### src/hw/rtl/sesel_pkg.sv
`timescale 1ns / 1ps
`default_nettype none

package sesel_pkg;

    localparam int MAX_PARTICLES_DEF = 64;
    localparam int JACOBI_SWEEPS_DEF = 6;

    localparam int MOM_W     = 16;
    localparam int SUM_W     = 40;
    localparam int N_SUM     = 6;
    localparam int ELEM_IDX_W = 3;
    localparam int TRACE_W   = SUM_W + 1;
    localparam int TK_W      = 32;
    localparam int K_MAX     = TRACE_W - TK_W;
    localparam int K_W       = 4;
    localparam int EL_W      = 32;
    localparam int SPH_W     = 16;

    localparam int DIVIDEND_W = 60;
    localparam int DIVISOR_W  = 33;
    localparam int QUOT_W     = 29;
    localparam int RAD_W      = 64;
    localparam int ROOT_W     = 32;

    localparam int CFG_IDX_W  = 2;
    localparam int CFG_DATA_W = 16;

    localparam logic [CFG_IDX_W-1:0] CFG_LOWER_THRESHOLD = 2'd0;
    localparam logic [CFG_IDX_W-1:0] CFG_UPPER_THRESHOLD = 2'd1;
    localparam logic [CFG_IDX_W-1:0] CFG_UPPER_ENABLE    = 2'd2;

    localparam logic [SPH_W-1:0] LOWER_RST = 16'd0;
    localparam logic [SPH_W-1:0] UPPER_RST = 16'd32768;
    localparam logic [SPH_W-1:0] SPH_MAX   = 16'd32768;

    localparam logic [ELEM_IDX_W-1:0] ELEM_LAST = 3'd5;

    typedef enum logic [1:0] {
        PAIR_01,
        PAIR_02,
        PAIR_12
    } t_pair;

    typedef enum logic [4:0] {
        OP_NOP,
        OP_ACCUM,
        OP_TRACE,
        OP_KSEL,
        OP_NORM_START,
        OP_NORM_STORE,
        OP_ROT_LOAD,
        OP_ROT_PREP,
        OP_MUL_DD,
        OP_MUL_HH,
        OP_SQRT1,
        OP_DIV1,
        OP_MUL_TT,
        OP_SQRT2,
        OP_DIV2,
        OP_MUL_TC,
        OP_MUL_TA,
        OP_MUL_CRP,
        OP_MUL_SRQ,
        OP_MUL_SRP,
        OP_MUL_CRQ,
        OP_ROT_END,
        OP_SPH,
        OP_OUT
    } t_op;

    typedef enum logic [4:0] {
        S_IDLE,
        S_TRACE,
        S_KSEL,
        S_NORM_GO,
        S_NORM_WT,
        S_NORM_PUT,
        S_ROT_LD,
        S_ROT_PREP,
        S_MUL_DD,
        S_MUL_HH,
        S_SQ1_GO,
        S_SQ1_WT,
        S_DV1_GO,
        S_DV1_WT,
        S_MUL_TT,
        S_SQ2_GO,
        S_SQ2_WT,
        S_DV2_GO,
        S_DV2_WT,
        S_MUL_TC,
        S_MUL_TA,
        S_MUL_CRP,
        S_MUL_SRQ,
        S_MUL_SRP,
        S_MUL_CRQ,
        S_ROT_END,
        S_SPH,
        S_FINISH
    } t_state;

    typedef struct packed {
        t_op                   op;
        logic [ELEM_IDX_W-1:0] elem;
        t_pair                 pair;
    } t_cmd;

    typedef struct packed {
        logic trace_zero;
        logic apq_zero;
        logic div_busy;
        logic sqrt_busy;
    } t_stat;

endpackage

`default_nettype wire

### src/hw/rtl/sesel_ctrl.sv
`timescale 1ns / 1ps
`default_nettype none

module sesel_ctrl #(
    parameter int MAX_PARTICLES = sesel_pkg::MAX_PARTICLES_DEF,
    parameter int JACOBI_SWEEPS = sesel_pkg::JACOBI_SWEEPS_DEF
) (
    input  wire logic             i_clk,
    input  wire logic             i_rst_n,
    input  wire logic             i_in_valid,
    output logic                  o_in_ready,
    input  wire logic             i_last_particle,
    output logic                  o_out_valid,
    input  wire logic             i_out_ready,
    output sesel_pkg::t_cmd       o_cmd,
    input  wire sesel_pkg::t_stat i_stat
);
    import sesel_pkg::*;

    localparam int CNT_W = $clog2(MAX_PARTICLES + 1);
    localparam int SW_W  = $clog2(JACOBI_SWEEPS);

    t_state                r_state, n_state;
    logic [CNT_W-1:0]      r_count, n_count;
    logic [ELEM_IDX_W-1:0] r_elem, n_elem;
    t_pair                 r_pair, n_pair;
    logic [SW_W-1:0]       r_sweep, n_sweep;
    logic                  r_out_valid, n_out_valid;
    logic                  accept, room, slot_free, last_rot;

    assign accept    = i_in_valid && (r_state == S_IDLE);
    assign room      = (r_count < CNT_W'(MAX_PARTICLES));
    assign slot_free = !r_out_valid || i_out_ready;
    assign last_rot  = (r_pair == PAIR_12) && (r_sweep == SW_W'(JACOBI_SWEEPS - 1));

    always_ff @(posedge i_clk) begin
        if (!i_rst_n) begin
            r_state     <= S_IDLE;
            r_count     <= '0;
            r_elem      <= '0;
            r_pair      <= PAIR_01;
            r_sweep     <= '0;
            r_out_valid <= 1'b0;
        end else begin
            r_state     <= n_state;
            r_count     <= n_count;
            r_elem      <= n_elem;
            r_pair      <= n_pair;
            r_sweep     <= n_sweep;
            r_out_valid <= n_out_valid;
        end
    end

    always_comb begin
        n_state     = r_state;
        n_count     = r_count;
        n_elem      = r_elem;
        n_pair      = r_pair;
        n_sweep     = r_sweep;
        n_out_valid = r_out_valid && !i_out_ready;
        case (r_state)
            S_IDLE: begin
                if (accept) begin
                    if (i_last_particle) begin
                        n_count = '0;
                        n_state = S_TRACE;
                    end else if (room) begin
                        n_count = r_count + 1'b1;
                    end
                end
            end
            S_TRACE: n_state = S_KSEL;
            S_KSEL: begin
                n_elem  = '0;
                n_state = i_stat.trace_zero ? S_FINISH : S_NORM_GO;
            end
            S_NORM_GO: n_state = S_NORM_WT;
            S_NORM_WT: begin
                if (!i_stat.div_busy) begin
                    n_state = S_NORM_PUT;
                end
            end
            S_NORM_PUT: begin
                if (r_elem == ELEM_LAST) begin
                    n_pair  = PAIR_01;
                    n_sweep = '0;
                    n_state = S_ROT_LD;
                end else begin
                    n_elem  = r_elem + 1'b1;
                    n_state = S_NORM_GO;
                end
            end
            S_ROT_LD: n_state = S_ROT_PREP;
            S_ROT_PREP, S_ROT_END: begin
                if ((r_state == S_ROT_PREP) && !i_stat.apq_zero) begin
                    n_state = S_MUL_DD;
                end else if (last_rot) begin
                    n_state = S_SPH;
                end else begin
                    n_state = S_ROT_LD;
                    case (r_pair)
                        PAIR_01: n_pair = PAIR_02;
                        PAIR_02: n_pair = PAIR_12;
                        default: begin
                            n_pair  = PAIR_01;
                            n_sweep = r_sweep + 1'b1;
                        end
                    endcase
                end
            end
            S_MUL_DD: n_state = S_MUL_HH;
            S_MUL_HH: n_state = S_SQ1_GO;
            S_SQ1_GO: n_state = S_SQ1_WT;
            S_SQ1_WT: begin
                if (!i_stat.sqrt_busy) begin
                    n_state = S_DV1_GO;
                end
            end
            S_DV1_GO: n_state = S_DV1_WT;
            S_DV1_WT: begin
                if (!i_stat.div_busy) begin
                    n_state = S_MUL_TT;
                end
            end
            S_MUL_TT: n_state = S_SQ2_GO;
            S_SQ2_GO: n_state = S_SQ2_WT;
            S_SQ2_WT: begin
                if (!i_stat.sqrt_busy) begin
                    n_state = S_DV2_GO;
                end
            end
            S_DV2_GO: n_state = S_DV2_WT;
            S_DV2_WT: begin
                if (!i_stat.div_busy) begin
                    n_state = S_MUL_TC;
                end
            end
            S_MUL_TC:  n_state = S_MUL_TA;
            S_MUL_TA:  n_state = S_MUL_CRP;
            S_MUL_CRP: n_state = S_MUL_SRQ;
            S_MUL_SRQ: n_state = S_MUL_SRP;
            S_MUL_SRP: n_state = S_MUL_CRQ;
            S_MUL_CRQ: n_state = S_ROT_END;
            S_SPH:     n_state = S_FINISH;
            S_FINISH: begin
                if (slot_free) begin
                    n_out_valid = 1'b1;
                    n_state     = S_IDLE;
                end
            end
            default: n_state = S_IDLE;
        endcase
    end

    always_comb begin
        o_cmd.elem = r_elem;
        o_cmd.pair = r_pair;
        case (r_state)
            S_IDLE:     o_cmd.op = (accept && room) ? OP_ACCUM : OP_NOP;
            S_TRACE:    o_cmd.op = OP_TRACE;
            S_KSEL:     o_cmd.op = OP_KSEL;
            S_NORM_GO:  o_cmd.op = OP_NORM_START;
            S_NORM_PUT: o_cmd.op = OP_NORM_STORE;
            S_ROT_LD:   o_cmd.op = OP_ROT_LOAD;
            S_ROT_PREP: o_cmd.op = OP_ROT_PREP;
            S_MUL_DD:   o_cmd.op = OP_MUL_DD;
            S_MUL_HH:   o_cmd.op = OP_MUL_HH;
            S_SQ1_GO:   o_cmd.op = OP_SQRT1;
            S_DV1_GO:   o_cmd.op = OP_DIV1;
            S_MUL_TT:   o_cmd.op = OP_MUL_TT;
            S_SQ2_GO:   o_cmd.op = OP_SQRT2;
            S_DV2_GO:   o_cmd.op = OP_DIV2;
            S_MUL_TC:   o_cmd.op = OP_MUL_TC;
            S_MUL_TA:   o_cmd.op = OP_MUL_TA;
            S_MUL_CRP:  o_cmd.op = OP_MUL_CRP;
            S_MUL_SRQ:  o_cmd.op = OP_MUL_SRQ;
            S_MUL_SRP:  o_cmd.op = OP_MUL_SRP;
            S_MUL_CRQ:  o_cmd.op = OP_MUL_CRQ;
            S_ROT_END:  o_cmd.op = OP_ROT_END;
            S_SPH:      o_cmd.op = OP_SPH;
            S_FINISH:   o_cmd.op = slot_free ? OP_OUT : OP_NOP;
            default:    o_cmd.op = OP_NOP;
        endcase
        o_in_ready  = (r_state == S_IDLE);
        o_out_valid = r_out_valid;
    end

endmodule

`default_nettype wire

### config.mk
export PLATFORM = sky130hd
export DESIGN_NAME = sesel_ctrl
export DESIGN_NICKNAME = d
export VERILOG_FILES = /design/src/hw/rtl/sesel_pkg.sv /design/src/hw/rtl/sesel_ctrl.sv
export SDC_FILE = /design/constraint.sdc
export NUM_CORES = 1
export LEC_CHECK = 0
export ABC_AREA = 1
export BUFFER_PORTS_ARGS = -buffer_cell sky130_fd_sc_hd__buf_2
export CORE_MARGIN = 2
export CORE_UTILIZATION = 30
export CTS_CLUSTER_DIAMETER = 150
export DETAILED_ROUTE_END_ITERATION = 6
export GPL_ROUTABILITY_DRIVEN = 0
export PLACE_DENSITY = 0.49
export SYNTH_ARGS = -nofsm -noshare
export SYNTH_HDL_FRONTEND = slang
export SYNTH_SLANG_ARGS = --single-unit
### constraint.sdc
create_clock -name i_clk -period 1.7 [get_ports i_clk]
set_clock_uncertainty 0.05 [all_clocks]
set_input_delay 0.255 -clock i_clk [delete_from_list [all_inputs] [get_ports i_clk]]
set_output_delay 0.255 -clock i_clk [all_outputs]
set_load 0.05 [all_outputs]
==> results.json <==
{
  "maxSlewViolCount": 0,
  "cts_root_buf": "clkbuf_8",
  "fin_nets": 371,
  "cts_buffer_depth": 2,
  "crit_path_max_incr_delay_ns": 0.35,
  "crit_slowest_cell": "dfxtp_2",
  "fill_cells": 573,
  "start_kind": "flop",
  "netlist_instances": 287,
  "num_rows": 27,
  "vias_per_cell": 4.93,
  "hold_viol_final": 0,
  "synthesis.area_um2": 1710,
  "synth-warning-count": 0,
  "synth-edff-count": 0,
  "fmax_mhz": 522,
  "clk_latency_ns": 0.26,
  "syn_area_per_cell_um2": 5.96,
  "rsz0062_at_grt": "yes",
  "layout_common_cells": "60 x nand2_1, 37 x buf_4, 36 x nor2_1",
  "grt_start_max_net_pins": 14,
  "area.growth.synth_to_final_pct": 52.7,
  "synth_seq_cells": 21,
  "antenna_left": 0,
  "hpwlAfterDp_mm": 4.17,
  "cts_tree": "yes",
  "die_x_um": 79.5,
  "antenna_found_initial": 0,
  "r2r_slack_ns": 0.02,
  "path_delay_family": "simple AND/OR/NAND/NOR gates",
  "grt_pass1_vias": 2001,
  "tightest_slew_ns": 0.311,
  "detail_route.wl_per_cell_um": 13.1,
  "ios": 21,
  "post-route-period-util": 1.13,
  "max-slew-margin-rel": 0.790,
  "grt_pass1_wl_mm": 9.09,
  "die_h_um": 79.5,
  "synth-async-reset-ratio": 0,
  "clkTransAtPathRegs_ns": 0.08,
  "numCtsBuffers": 3,
  "required_ns": 1.39,
  "status": "finished with violations",
  "htreeDepth": 1,
  "worstSetupEndpointType": "primary output",
  "mappedNetlistNets": 301,
  "grt_usage": 0.180,
  "portBuffers": 20,
  "post-route-cell-area_um2": 2610,
  "floorplan.initialDensity": 0.310,
  "p_leak_uw": 0.00126,
  "core_um2": 5510,
  "cts.sinks": 21,
  "ys.flop_type": "dfxtp_1",
  "cts_hold_buf": 0,
  "drt_iter0_markers": 160,
  "setup_ws_ns": -0.217,
  "grt.overflow.total": 0,
  "diodes": 0,
  "drt_first_pass_iters": 4,
  "drc": 0,
  "routed_wl_mm": 5.60,
  "critPathBufInv": 4,
  "crit_fanout": 3,
  "vias": 2111,
  "dieArea_um2": 6320,
  "path_class": "flop to primary output",
  "cp.arrival_ns": 1.61,
  "worstHoldPathType": "primary input to flop",
  "setup-violations-final": 5,
  "crit_chain": "nand2_2, buf_4, nor2_4, nand2_1, nand2_2, inv_1, nand2_1, inv_1, nand4_1, buf_6",
  "layout-drive-gt1-share": 0.413,
  "ys_types": 31,
  "power_uw": 3510,
  "final_common_cell": "nand2_1",
  "layout_min_cycle_time_ns": 1.92,
  "seq_area_frac_synth": 0.246,
  "maxCapViolations": 0,
  "power_density_nw_per_um2": 1350,
  "violations": "setup timing",
  "place_area_um2": 2200,
  "peakVddDrop_mv": 0.700
}
==> cells in the mapped netlist (2+ instances only) <==
| master | count | share of area |
|---|---|---|
| nand4_1 | 11 | 0.040 |
| o21ai_0 | 11 | 0.032 |
| nand3_2 | 2 | 0.012 |
| nand3_1 | 20 | 0.059 |
| nor3_1 | 3 | 0.0088 |
| nand2_1 | 83 | 0.18 |
| a21oi_1 | 19 | 0.056 |
| nor2_2 | 5 | 0.018 |
| o21ai_2 | 2 | 0.010 |
| inv_2 | 6 | 0.013 |
| nor2_4 | 2 | 0.013 |
| xnor2_1 | 2 | 0.010 |
| nand2_2 | 3 | 0.011 |
| xor2_1 | 2 | 0.010 |
| inv_1 | 32 | 0.070 |
| o21ai_1 | 2 | 0.0059 |
| buf_6 | 2 | 0.013 |
| ha_1 | 5 | 0.037 |
| nor2_1 | 43 | 0.094 |
| dfxtp_1 | 21 | 0.25 |
==> final timing paths <==
kind                                  from         end  cells after the start
worst min register to register  r_count[6]  r_count[6]                      2
worst max-delay path            r_state[0]    o_cmd[7]                     10
worst min-delay path               i_rst_n   r_pair[0]                      3
worst max register to register  r_state[4]  r_state[1]                     12
==> sequential cells by signal (all words and copies together) (netlist names) <==
| name | count |
|---|---|
| r_sweep | 3 |
| r_pair | 2 |
| r_count | 7 |
| o_out_valid | 1 |
| r_elem | 3 |
| r_state | 5 |
==> layout make-up <==
type / instances / area (um^2) / area share
clock buffer: 3 / 41.3 / 0.0158
timing repair buffer: 69 / 571 / 0.219
inverter: 38 / 155 / 0.0594
multi-input combinational: 224 / 1310 / 0.503
sequential: 21 / 433 / 0.166
clock inverter: 1 / 7.51 / 0.00288
tap: 72 / 90.1 / 0.0345
==> metrics by stage <==
stage          hold slack, ns  worst slack, ns  setup TNS (ns)  cells   util
2_1_floorplan           0.343           -0.156          -0.182    287      -
3_3_place_gp            0.399          -0.0278         -0.0574    415  0.400
3_5_place_dp            0.405          -0.0218         -0.0234    415  0.400
4_1_cts                 0.240           -0.182          -0.759    424  0.438
5_1_grt                 0.260           -0.310           -1.93    428  0.474
6_report                0.245           -0.217          -0.853    428  0.474
==> metal layers <==
metal	global-route usage	vias up	share of wire
met5	0	-	0
met4	0.0724	0	0.027
met3	0.0260	14	0.045
met2	0.298	57	0.49
met1	0.233	973	0.44
li1	-	1067	-
==> logic make-up after synthesis <==
logic type | Yosys count | share of synthesized area
xor+xnor | 4 | 0.0205
buf+inv | 42 | 0.102
compound gates | 38 | 0.121
simple gates | 177 | 0.474
fa+ha+maj | 5 | 0.0366
flops | 21 | 0.246
==> worst min-delay path: stages <==
cell	delay (ns)
buf_2	0.14
o21ai_1	0.08
a21oi_1	0.04
==> power by group <==
group          leakage [uW]  total (uW)  switching (uW)  internal (uW)
clock network     0.0000217         340             174            165
registers          0.000173         623            67.7            556
logic               0.00107        2550            1520           1030
==> what timing repair did <==
action,in CTS,in global routing
setup endpoints to repair,6,20
resized for setup,50,44
hold endpoints to repair,0,0
buffers inserted,6,6
pin swaps,11,9
Power figures use the tool's default switching activity.
